File: config.mk
export PLATFORM = sky130hd
export DESIGN_NAME = nibble_cpu_jump_and_register_executor
export DESIGN_NICKNAME = d
export VERILOG_FILES = /design/src/rtl/nibcpu_pkg.sv /design/src/rtl/nibcpu_exec.sv /design/src/rtl/nibble_cpu_jump_and_register_executor.sv
export SDC_FILE = /design/constraint.sdc
export NUM_CORES = 1
export LEC_CHECK = 0
export BUFFER_PORTS_ARGS = -buffer_cell sky130_fd_sc_hd__buf_2
export CELL_PAD_IN_SITES_DETAIL_PLACEMENT = 1
export CELL_PAD_IN_SITES_GLOBAL_PLACEMENT = 1
export CORE_ASPECT_RATIO = 0.6
export CORE_UTILIZATION = 49
export DETAILED_ROUTE_END_ITERATION = 10
export PLACE_DENSITY_LB_ADDON = 0.1
export SLEW_MARGIN = 5
export SYNTH_ARGS = -nofsm -noshare
export SYNTH_HDL_FRONTEND = slang
export SYNTH_SLANG_ARGS = --single-unit
File: constraint.sdc
create_clock -name clk -period 4.5 [get_ports clk]
set_clock_uncertainty 0.05 [all_clocks]
set_input_delay 0.9 -clock clk [delete_from_list [all_inputs] [get_ports clk]]
set_output_delay 0.9 -clock clk [all_outputs]
set_load 0.005 [all_outputs]
File: src/rtl/nibcpu_pkg.sv
// ----------------------------------------------------------------------------
// nibcpu_pkg
// Shared types, opcodes and helpers for the nibble cpu jump and register
// executor.
// ----------------------------------------------------------------------------
package nibcpu_pkg;

  localparam int STACK_DEPTH = 3;
  localparam int SP_W        = (STACK_DEPTH > 1) ? $clog2(STACK_DEPTH) : 1;

  localparam int ADDR_W = 12;
  localparam int NIB_W  = 4;
  localparam int WORD_W = 8;
  localparam int PAIR_W = 3;

  typedef enum logic [3:0] {
    OP_NOP     = 4'h0,
    OP_JCN     = 4'h1,
    OP_FIM_SRC = 4'h2,
    OP_FIN_JIN = 4'h3,
    OP_JUN     = 4'h4,
    OP_JMS     = 4'h5,
    OP_INC     = 4'h6,
    OP_ISZ     = 4'h7
  } opcode_t;

  localparam logic [1:0] WK_NONE   = 2'd0;
  localparam logic [1:0] WK_SINGLE = 2'd1;
  localparam logic [1:0] WK_PAIR   = 2'd2;

  // jcn condition bits
  localparam int JCN_INV  = 3;
  localparam int JCN_ACCZ = 2;
  localparam int JCN_CY   = 1;
  localparam int JCN_TST  = 0;

  typedef struct packed {
    logic [WORD_W-1:0] instruction_word;
    logic [NIB_W-1:0]  accumulator;
    logic              carry;
    logic              test_pin;
  } in_item_t;

  typedef struct packed {
    logic [ADDR_W-1:0] next_address;
    logic [1:0]        write_kind;
    logic [NIB_W-1:0]  target_register;
    logic [NIB_W-1:0]  value_high;
    logic [NIB_W-1:0]  value_low;
    logic              took_jump;
    logic              awaiting_second;
  } out_item_t;

  // control from the execute logic to the state registers
  typedef struct packed {
    out_item_t         result;
    logic              pending_nxt;
    logic              rf_we;
    logic [WORD_W-1:0] rf_wdata;
    logic              push;
    logic [ADDR_W-1:0] push_addr;
  } exec_t;

  function automatic logic is_two_word(input logic [WORD_W-1:0] w);
    logic [3:0] op;
    op = w[7:4];
    case (op)
      OP_JCN, OP_JUN, OP_JMS, OP_ISZ: is_two_word = 1'b1;
      OP_FIM_SRC:                     is_two_word = ~w[0];
      default:                        is_two_word = 1'b0;
    endcase
  endfunction

endpackage

File: src/rtl/nibcpu_exec.sv
// ----------------------------------------------------------------------------
// nibcpu_exec
// Combinational execute step: decodes one word against the current machine
// state and produces the result item and the state updates.
// ----------------------------------------------------------------------------
module nibcpu_exec import nibcpu_pkg::*; (
  input  in_item_t          item,
  input  logic              pending,
  input  logic [WORD_W-1:0] first_word,
  input  logic [ADDR_W-1:0] pc,
  input  logic [WORD_W-1:0] pair_data,
  output logic [PAIR_W-1:0] pair_sel,
  output exec_t             exec
);

  logic [ADDR_W-1:0] after;
  logic [WORD_W-1:0] op_word;
  logic [3:0]        op;
  logic [3:0]        arg;
  logic [NIB_W-1:0]  nib;
  logic [NIB_W-1:0]  inc;
  logic [WORD_W-1:0] single_wdata;
  logic              jcn_cond;
  logic [WORD_W-1:0] word;

  assign word     = item.instruction_word;
  assign after    = pc + ADDR_W'(1);
  assign op_word  = pending ? first_word : word;
  assign op       = op_word[7:4];
  assign arg      = op_word[3:0];
  assign pair_sel = arg[3:1];

  assign nib = arg[0] ? pair_data[3:0] : pair_data[7:4];
  assign inc = nib + NIB_W'(1);
  assign single_wdata = arg[0] ? {pair_data[7:4], inc} : {inc, pair_data[3:0]};

  assign jcn_cond = arg[JCN_INV] ^
                    ((arg[JCN_ACCZ] && (item.accumulator == '0)) ||
                     (arg[JCN_CY] && item.carry) ||
                     (arg[JCN_TST] && !item.test_pin));

  always_comb begin
    exec = '0;
    exec.result.next_address = after;
    exec.push_addr = after;
    if (pending) begin
      case (op)
        OP_JCN: begin
          if (jcn_cond) begin
            exec.result.next_address = {after[11:8], word};
            exec.result.took_jump    = 1'b1;
          end
        end
        OP_FIM_SRC: begin
          exec.result.write_kind      = WK_PAIR;
          exec.result.target_register = {arg[3:1], 1'b0};
          exec.result.value_high      = word[7:4];
          exec.result.value_low       = word[3:0];
          exec.rf_we    = 1'b1;
          exec.rf_wdata = word;
        end
        OP_JUN, OP_JMS: begin
          exec.push                = (op == OP_JMS);
          exec.result.next_address = {arg, word};
          exec.result.took_jump    = 1'b1;
        end
        OP_ISZ: begin
          exec.result.write_kind      = WK_SINGLE;
          exec.result.target_register = arg;
          exec.result.value_low       = inc;
          exec.rf_we    = 1'b1;
          exec.rf_wdata = single_wdata;
          if (inc != '0) begin
            exec.result.next_address = {after[11:8], word};
            exec.result.took_jump    = 1'b1;
          end
        end
        default: ;
      endcase
    end else if (is_two_word(word)) begin
      exec.pending_nxt            = 1'b1;
      exec.result.awaiting_second = 1'b1;
    end else begin
      case (op)
        OP_FIN_JIN: begin
          // jin: page from the address after this word, offset from the pair
          if (arg[0]) begin
            exec.result.next_address = {after[11:8], pair_data};
            exec.result.took_jump    = 1'b1;
          end
        end
        OP_INC: begin
          exec.result.write_kind      = WK_SINGLE;
          exec.result.target_register = arg;
          exec.result.value_low       = inc;
          exec.rf_we    = 1'b1;
          exec.rf_wdata = single_wdata;
        end
        default: ;
      endcase
    end
  end

endmodule

File: src/rtl/nibble_cpu_jump_and_register_executor.sv
// ----------------------------------------------------------------------------
// nibble_cpu_jump_and_register_executor
// Executes one instruction word per transfer and reports the next fetch
// address, any index register write and jump status.
// ----------------------------------------------------------------------------
// One instruction word is taken per cycle unless the input side stalls. The
// word lands in an input register, the execute logic reads the program
// counter, the addressed index register pair and the pending first word,
// and the result is captured in the output register in the same cycle that
// the state is updated. The sixteen index registers are held as eight pairs
// with one read and one write per cycle. The input side stalls only while
// both the input and the output registers are full and the output is
// stalled.
module nibble_cpu_jump_and_register_executor import nibcpu_pkg::*; (
  input  logic      clk,
  input  logic      rst_n,
  input  logic      in_valid,
  output logic      in_stall,
  input  in_item_t  in_item,
  output logic      out_valid,
  input  logic      out_stall,
  output out_item_t out_item
);

  logic              s1_valid_r;
  in_item_t          in_item_r;
  logic              out_valid_r;
  out_item_t         out_item_r;

  logic [ADDR_W-1:0] pc_r;
  logic [WORD_W-1:0] pairs_r [8];
  logic [ADDR_W-1:0] stack_r [STACK_DEPTH];
  logic [SP_W-1:0]   sp_r;
  logic [SP_W-1:0]   sp_nxt;
  logic              pending_r;
  logic [WORD_W-1:0] first_word_r;

  logic              s2_ready;
  logic              s1_fire;
  logic              in_fire;
  logic [PAIR_W-1:0] pair_sel;
  exec_t             exec;

  assign s2_ready  = !out_valid_r || !out_stall;
  assign s1_fire   = s1_valid_r && s2_ready;
  assign in_stall  = s1_valid_r && !s2_ready;
  assign in_fire   = in_valid && !in_stall;
  assign out_valid = out_valid_r;
  assign out_item  = out_item_r;

  assign sp_nxt = (sp_r == SP_W'(STACK_DEPTH - 1)) ? '0 : sp_r + SP_W'(1);

  nibcpu_exec u_exec (
    .item       (in_item_r),
    .pending    (pending_r),
    .first_word (first_word_r),
    .pc         (pc_r),
    .pair_data  (pairs_r[pair_sel]),
    .pair_sel   (pair_sel),
    .exec       (exec)
  );

  always_ff @(posedge clk) begin
    if (!rst_n) begin
      s1_valid_r  <= 1'b0;
      out_valid_r <= 1'b0;
    end else begin
      if (in_fire) begin
        s1_valid_r <= 1'b1;
      end else if (s1_fire) begin
        s1_valid_r <= 1'b0;
      end
      if (s1_fire) begin
        out_valid_r <= 1'b1;
      end else if (!out_stall) begin
        out_valid_r <= 1'b0;
      end
    end
  end

  always_ff @(posedge clk) begin
    if (in_fire) begin
      in_item_r <= in_item;
    end
    if (s1_fire) begin
      out_item_r <= exec.result;
    end
  end

  // machine state moves once per executed word
  always_ff @(posedge clk) begin
    if (!rst_n) begin
      pc_r         <= '0;
      sp_r         <= '0;
      pending_r    <= 1'b0;
      first_word_r <= '0;
      for (int i = 0; i < 8; i++) begin
        pairs_r[i] <= '0;
      end
      for (int i = 0; i < STACK_DEPTH; i++) begin
        stack_r[i] <= '0;
      end
    end else if (s1_fire) begin
      pc_r      <= exec.result.next_address;
      pending_r <= exec.pending_nxt;
      if (exec.pending_nxt) begin
        first_word_r <= in_item_r.instruction_word;
      end
      if (exec.rf_we) begin
        pairs_r[pair_sel] <= exec.rf_wdata;
      end
      if (exec.push) begin
        stack_r[sp_r] <= exec.push_addr;
        sp_r          <= sp_nxt;
      end
    end
  end

  a_write_kind_legal : assert property (@(posedge clk) disable iff (!rst_n)
    out_valid_r |-> (out_item_r.write_kind == WK_NONE ||
                     out_item_r.write_kind == WK_SINGLE ||
                     out_item_r.write_kind == WK_PAIR))
    else $error("illegal write kind on result");

  a_first_word_quiet : assert property (@(posedge clk) disable iff (!rst_n)
    out_valid_r && out_item_r.awaiting_second |->
      !out_item_r.took_jump && out_item_r.write_kind == WK_NONE)
    else $error("first word of a two-word instruction did work");

  a_pair_even : assert property (@(posedge clk) disable iff (!rst_n)
    out_valid_r && out_item_r.write_kind == WK_PAIR |->
      !out_item_r.target_register[0])
    else $error("pair write to odd register");

  a_pending_follows : assert property (@(posedge clk) disable iff (!rst_n)
    s1_fire && exec.result.awaiting_second |=> pending_r)
    else $error("pending second word not recorded");

  a_pc_tracks_result : assert property (@(posedge clk) disable iff (!rst_n)
    s1_fire |=> pc_r == out_item_r.next_address)
    else $error("program counter differs from reported next address");

endmodule

==> qor.txt, run 1 <==
==================================================================================
Status                                                                finished, final reports clean
Initial DRC count                                                              387
WL per Instance                                                            23.9 um
Final Wtd Congestion                                                         0.865
Wire length of the first global-routing pass                              30400 um
Final setup vio count                                                            0
Main area contributors after synthesis                                edfxtp_1 48%, dfxtp_1 7.0%, mux2i_1 5.8%
Complex-gate fraction of the synthesized area                                13.2%
Largest area contributor in the netlist                                   edfxtp_1
Max-cap violation count                                                          0
RSZ-0062 raised after global routing                                         false
Pins Over Slew Limit                                                             0
Post-DR vias/cell                                                             6.25
Synthesized netlist cell count                                                 596
Max Clk Rate                                                               254 MHz
Inserted Clock Buffers                                                          17
Least setup slack across all paths after layout                             566 ps
Measured slew at the worst slew-check pin                                  1230 ps
Post-Route Utilization                                                       58.0%
Remaining global-route overflow                                                  0
Fin crit period                                                            3930 ps
Pin count of the biggest net entering global routing                            46
Initial antenna violation count                                                  1
Final Cycle Share                                                            87.4%
Clock transition at path regs                                                60 ps
Antenna cell count                                                               0
Post-CTS setup repair buffer count                                               0
Share of the synthesized area in the top cell type                           48.2%
Nature of the critical path startpoint                                    register
H-Tree Depth                                                                     4
Post-Syn Area per Cell                                                   11.1 um^2
Signed area change from the synthesized netlist to the final layout          14.1%
Number of global-route vias before repair                                     5203
Number of I/O port buffers                                                      47
NumNets Final                                                                  663
Max clock buf depth                                                              2
Synth async-reset ratio                                                         0%
Largest fanout on the critical path                                             12
Sum of negative setup slack                                                   0 ps
Post-CTS resize count                                                            0
TritonCTS Sinks                                                                129
All-Layer GR Usage                                                           29.5%
Arrival @ worst endpoint                                                   4150 ps
Slew margin rel.                                                             17.8%
Count of flip-flops with a built-in enable after synthesis                     106
Synth Register Bits                                                            129
Number of placement rows                                                        32
DP Wirelength                                                             14100 um
Highest-count cells in the layout ignoring fill and taps              106 x edfxtp_1, 83 x nor2_1, 74 x nand2_1
Hold Fails Final Rpt                                                             0
Share of layout cells above drive strength 1                                 17.9%
Chip width                                                                  152 um
Number of warning messages in the yosys log                                      0
Path class of the lowest-slack min-delay path                           reg -> reg
Count of nets left with antenna violations after detail routing                  0
TritonCTS clock tree                                                          done
Adder and majority cell fraction of the synthesized area                    0.569%
Most used DFF post-synth                                                  edfxtp_1
Leading cell type in the layout, fill and taps excluded                   edfxtp_1
First-pass iteration count of the detailed router                                5
Fraction of the yosys area taken by sequential cells                         55.2%
Number of buffers inserted by hold repair at cts                                 0
Net count after synthesis                                                      617
Overall die area                                                        14000 um^2
Placeable core region                                                   13000 um^2
Sort of element at the end of the critical path                           register
WP data required                                                           4710 ps
Synth Area in Simple Gates                                                   16.4%
Max rail drop VDD                                                       0.000243 V
Cell Pwr Density                                                       413 nW/um^2
Number of vias in the routed layout                                           5157
Worst slack, placed                                                         748 ps
Post-Route WL                                                             19700 um
Start-to-end type of the worst setup path                               reg -> reg
Starting density of the core                                                 50.9%
Root buffer cell                                                         clkbuf_16
Post-synthesis share of cell area spent on xor and xnor gates                2.50%
Multiplexer area fraction after synthesis                                    8.66%
Reported leakage power                                                     2.80 nW
Main combinational cell family by area after synthesis                simple AND/OR/NAND/NOR gates
Clock insertion delay at the later pin of the skew report                   430 ps
Distinct cells, synth                                                           75
Number of I/O pins                                                              48
Height of the chip                                                         91.9 um
DRC viols                                                                        0
Syn Std Cell Area                                                        6600 um^2
==================================================================================
==> synthesized netlist by cell type, types with 3 or more instances <==
cell      number
a21boi_1       4
a21oi_1       16
a31oi_1        8
a32oi_1        8
and2_1         7
and3_1        19
buf_2          9
buf_6          5
clkbuf_1      14
dfxtp_1       23
edfxtp_1     106
ha_1           3
inv_1          7
mux2_2         7
mux2_4         3
mux2i_1       38
nand2_1       74
nand2b_1       4
nand3_1       12
nor2_1        83
nor2b_1       13
nor3_1        10
o211ai_1       6
o21a_1         3
o21ai_0       24
o22a_1         3
o22ai_1        5
o31ai_1        3
o32a_1         3
or3_1          4
xnor2_1        8
xor2_1         9
==> final timing paths <==
kind | start | to | slack [ps] | cells after the start
setup / recovery | pending_r$_SDFFE_PN0P_ | out_item[17]$_DFFE_PP_ | 570 | 11
hold / removal | first_word_r[7]$_SDFFE_PN0P_ | first_word_r[7]$_SDFFE_PN0P_ | 410 | 2
setup reg to reg | pending_r$_SDFFE_PN0P_ | out_item[17]$_DFFE_PP_ | 570 | 11
hold reg to reg | first_word_r[7]$_SDFFE_PN0P_ | first_word_r[7]$_SDFFE_PN0P_ | 410 | 2
==> cell families after synthesis <==
logic type                 count (synthesis)
DFF                                      129
buffers and inverters                     40
xor gates and xnor gates                  18
muxes                                     51
AOI/OAI and AO/OA                        117
and+or+nand+nor                          238
adders and majority gates                  3
==> flip-flops by register name, indices dropped and copies added (netlist names) <==
register      count
out_valid         1
s1_valid_r        1
pending_r         1
first_word_r      8
out_item         28
in_item_r        14
pc_r             12
pairs_r          64
==> cell type report <==
| class | instances | area [um^2] |
|---|---|---|
| fill | 1413 | 5440 |
| sequential | 129 | 3640 |
| multi-input combinational | 427 | 2730 |
| clock buffer | 20 | 437 |
| timing repair buffer | 58 | 318 |
| tap | 170 | 213 |
| clock inverter | 12 | 159 |
| inverter | 9 | 33.8 |
==> critical path: stages (launching register included) <==
cell	delay (ps)
dfxtp_1	400
inv_2	170
o31ai_2	740
a32oi_1	300
nand3_1	150
o21ai_0	170
ha_1	290
or3_1	450
a21boi_2	320
and2_4	220
mux2i_1	290
a2bb2oi_1	220
==> report_power, final <==
part / switching [mW] / total (mW) / internal [mW]
combinational: 0.206 / 0.318 / 0.112
sequential: 0.0331 / 1.37 / 1.34
clock: 0.547 / 1.42 / 0.874
total: 0.787 / 3.11 / 2.33
==> per-stage QoR <==
stage	cells	instance area (um^2)	power [mW]	hold WS [ps]
floorplan	596	6600	1.60	368
global placement	793	6930	1.69	377
detailed placement	793	6930	1.70	388
CTS	825	7530	3.12	414
global route	825	7530	3.19	439
finish	825	7530	3.11	409
==> routing by layer <==
metal,wire (um),track usage [%],share of wire [%]
met1,9270,42.5,47
met2,8600,43.8,44
met3,1590,7.18,8.1
met4,289,9.00,1.5
met5,0,0,0
Note: power is estimated with default switching activity, not from simulation.
==> run 2: changes to the inputs <==
--- a/config.mk
+++ b/config.mk
@@ -5,12 +5,12 @@
 export SDC_FILE = /design/constraint.sdc
 export NUM_CORES = 1
 export LEC_CHECK = 0
-export BUFFER_PORTS_ARGS = -buffer_cell sky130_fd_sc_hd__buf_2
 export CELL_PAD_IN_SITES_DETAIL_PLACEMENT = 1
 export CELL_PAD_IN_SITES_GLOBAL_PLACEMENT = 1
 export CORE_ASPECT_RATIO = 0.6
-export CORE_UTILIZATION = 49
+export CORE_UTILIZATION = 51
 export DETAILED_ROUTE_END_ITERATION = 10
+export DONT_BUFFER_PORTS = 1
 export PLACE_DENSITY_LB_ADDON = 0.1
 export SLEW_MARGIN = 5
 export SYNTH_ARGS = -nofsm -noshare
==> run 2 against run 1 <==
  * Cell count down 5.9%
  * Sequential cell count stayed put
  * Combinational power is 6.6% lower
  * Global-route usage rose by 1.9 points
  * Highest routed layer unchanged
  * Utilization is 0.69 points higher
  * First-iteration DRC count up 36%
  * Count of clock-buffer cells in the layout fell by 2
==> qor.txt, run 2 (synthesized netlist as in run 1, its figures left out) <==
==================================================================================
Status                                                                finished, final reports clean   unchanged
Measured slew at the worst slew-check pin                                  1080 ps   was 1230 ps
Hold Fails Final Rpt                                                             0   unchanged
Final setup vio count                                                            0   unchanged
Reported leakage power                                                     2.61 nW   was 2.80 nW
Post-Route WL                                                             19900 um   was 19700 um
Pin count of the biggest net entering global routing                            46   unchanged
Final Cycle Share                                                            93.7%   was 87.4%
Combinational power share                                                    10.1%   was 10.2%
Post-CTS resize count                                                            0   unchanged
Sum of negative setup slack                                                   0 ps   unchanged
Fin crit period                                                            4220 ps   was 3930 ps
Placeable core region                                                   12300 um^2   was 13000 um^2
Non-Filler Instances                                                           776   was 825
NumNets Final                                                                  619   was 663
Final Wtd Congestion                                                         0.956   was 0.865
First-pass iteration count of the detailed router                                5   unchanged
Nature of the critical path startpoint                                    register   unchanged
TritonCTS Sinks                                                                129   unchanged
Initial antenna violation count                                                  0   was 1
Post-route total power                                                     2.95 mW   was 3.11 mW
Filler Cell Count                                                             1289   was 1413
Start-to-end type of the worst setup path                               reg -> reg   unchanged
Flip-flop count of the largest register after layout                            64   unchanged
WL per Instance                                                            25.6 um   was 23.9 um
Post-CTS setup repair buffer count                                               0   unchanged
Signed area change from the synthesized netlist to the final layout          9.74%   was 14.1%
Placed Instances                                                               744   was 793
Inserted Clock Buffers                                                          17   unchanged
Max clock buf depth                                                              2   unchanged
Number of I/O pins                                                              48   unchanged
Flop pwr share                                                               46.7%   was 44.1%
Clock transition at path regs                                                60 ps   about the same
Remaining global-route overflow                                                  0   unchanged
P_int                                                                      2.15 mW   was 2.33 mW
Number of global-route vias before repair                                     5088   was 5203
Height of the chip                                                         90.1 um   was 91.9 um
Chip width                                                                  149 um   was 152 um
Sequential cell area                                                     3640 um^2   unchanged
Initial DRC count                                                              526   was 387
Max rail drop VDD                                                       0.000263 V   was 0.000243 V
Overall die area                                                        13400 um^2   was 14000 um^2
Count of nets left with antenna violations after detail routing                  0   unchanged
Largest fanout on the critical path                                             12   unchanged
Number of vias in the routed layout                                           5044   was 5157
H-Tree Depth                                                                     4   unchanged
Pins Over Slew Limit                                                             0   unchanged
Net switching power of the design                                         0.802 mW   was 0.787 mW
DP Wirelength                                                             14100 um   about the same
Max Clk Rate                                                               237 MHz   was 254 MHz
Sort of element at the end of the critical path                           register   unchanged
Starting density of the core                                                 53.5%   was 50.9%
Number of buffers inserted by hold repair at cts                                 0   unchanged
Clock insertion delay at the later pin of the skew report                   430 ps   about the same
Path class of the lowest-slack min-delay path                           reg -> reg   unchanged
Wire length of the first global-routing pass                              30600 um   was 30400 um
Cell Pwr Density                                                       407 nW/um^2   was 413 nW/um^2
Footprint of the multi-input gates                                       2730 um^2   unchanged
Post-Route Utilization                                                       58.7%   was 58.0%
Slew margin rel.                                                             27.8%   was 17.8%
WP data required                                                           4720 ps   was 4710 ps
Largest Register                                                           pairs_r   unchanged
All-Layer GR Usage                                                           31.3%   was 29.5%
Clock share of power                                                         43.2%   was 45.7%
DRC viols                                                                        0   unchanged
Switching Share                                                              27.2%   was 25.3%
Root buffer cell                                                         clkbuf_16   unchanged
Max-cap violation count                                                          0   unchanged
Post-DR vias/cell                                                             6.50   was 6.25
Antenna cell count                                                               0   unchanged
Number of I/O port buffers                                                       0   was 47
RSZ-0062 raised after global routing                                         false   unchanged
Highest-count cells in the layout ignoring fill and taps              106 x edfxtp_1, 83 x nor2_1, 74 x nand2_1   unchanged
Arrival @ worst endpoint                                                   4430 ps   was 4150 ps
Leading cell type in the layout, fill and taps excluded                   edfxtp_1   unchanged
TritonCTS clock tree                                                          done   unchanged
Number of placement rows                                                        31   was 32
Share of layout cells above drive strength 1                                 12.3%   was 17.9%
==================================================================================
run 2: area by class of cell:
class                           instances  area share, %
Clock buffer                           18           5.93
Clock inverter                         14           1.38
Inverter                                9          0.466
Multi-Input combinational cell        427           37.6
Sequential cell                       129           50.3
Tap cell                              165           2.85
Timing Repair Buffer                   14           1.45
run 2: critical path: stages, from the launching register on:
cell and delay [ps]:
dfxtp_1 660, inv_2 250, o31ai_2 690, a32oi_1 340, nand3_1 160, o21ai_0 150, ha_1 260, or3_1 430
a21boi_2 360, and2_4 240, mux2i_1 260, a2bb2oi_1 210
run 2: path summary, 6_finish.rpt:
check | to | from | cells after the start | slack (ps)
max reg2reg | out_item[17]$_DFFE_PP_ | pending_r$_SDFFE_PN0P_ | 11 | 280
min reg2reg | first_word_r[7]$_SDFFE_PN0P_ | first_word_r[7]$_SDFFE_PN0P_ | 2 | 410
max | out_item[17]$_DFFE_PP_ | pending_r$_SDFFE_PN0P_ | 11 | 280
min | first_word_r[7]$_SDFFE_PN0P_ | first_word_r[7]$_SDFFE_PN0P_ | 2 | 410
run 2: metal layers:
layer | vias to the layer above | share of wire, % | global-route usage, %
met2 | 240 | 43 | 44.0
met3 | 26 | 8.6 | 8.43
li1 | 2205 | - | -
met5 | - | 0 | 0
met1 | 2573 | 47 | 46.9
met4 | 0 | 1.3 | 9.18
run 2: power by group through the flow:
stage / Clock [mW] / Combinational (mW) / Sequential [mW]
after global routing: 1.32 / 0.316 / 1.38
final: 1.27 / 0.297 / 1.38
after floorplan: 0 / 0.222 / 1.38
after global placement: 0 / 0.275 / 1.40
after detailed placement: 0 / 0.286 / 1.40
after CTS: 1.29 / 0.289 / 1.38
run 2: stage by stage:
| step | hold slack, ps | area (um^2) | worst slack [ps] |
|---|---|---|---|
| finish | 407 | 7240 | 283 |
| floorplan | 368 | 6600 | 1250 |
| global route | 433 | 7240 | 26.9 |
| CTS | 412 | 7240 | 406 |
| detailed placement | 402 | 6710 | 429 |
| global placement | 377 | 6710 | 676 |
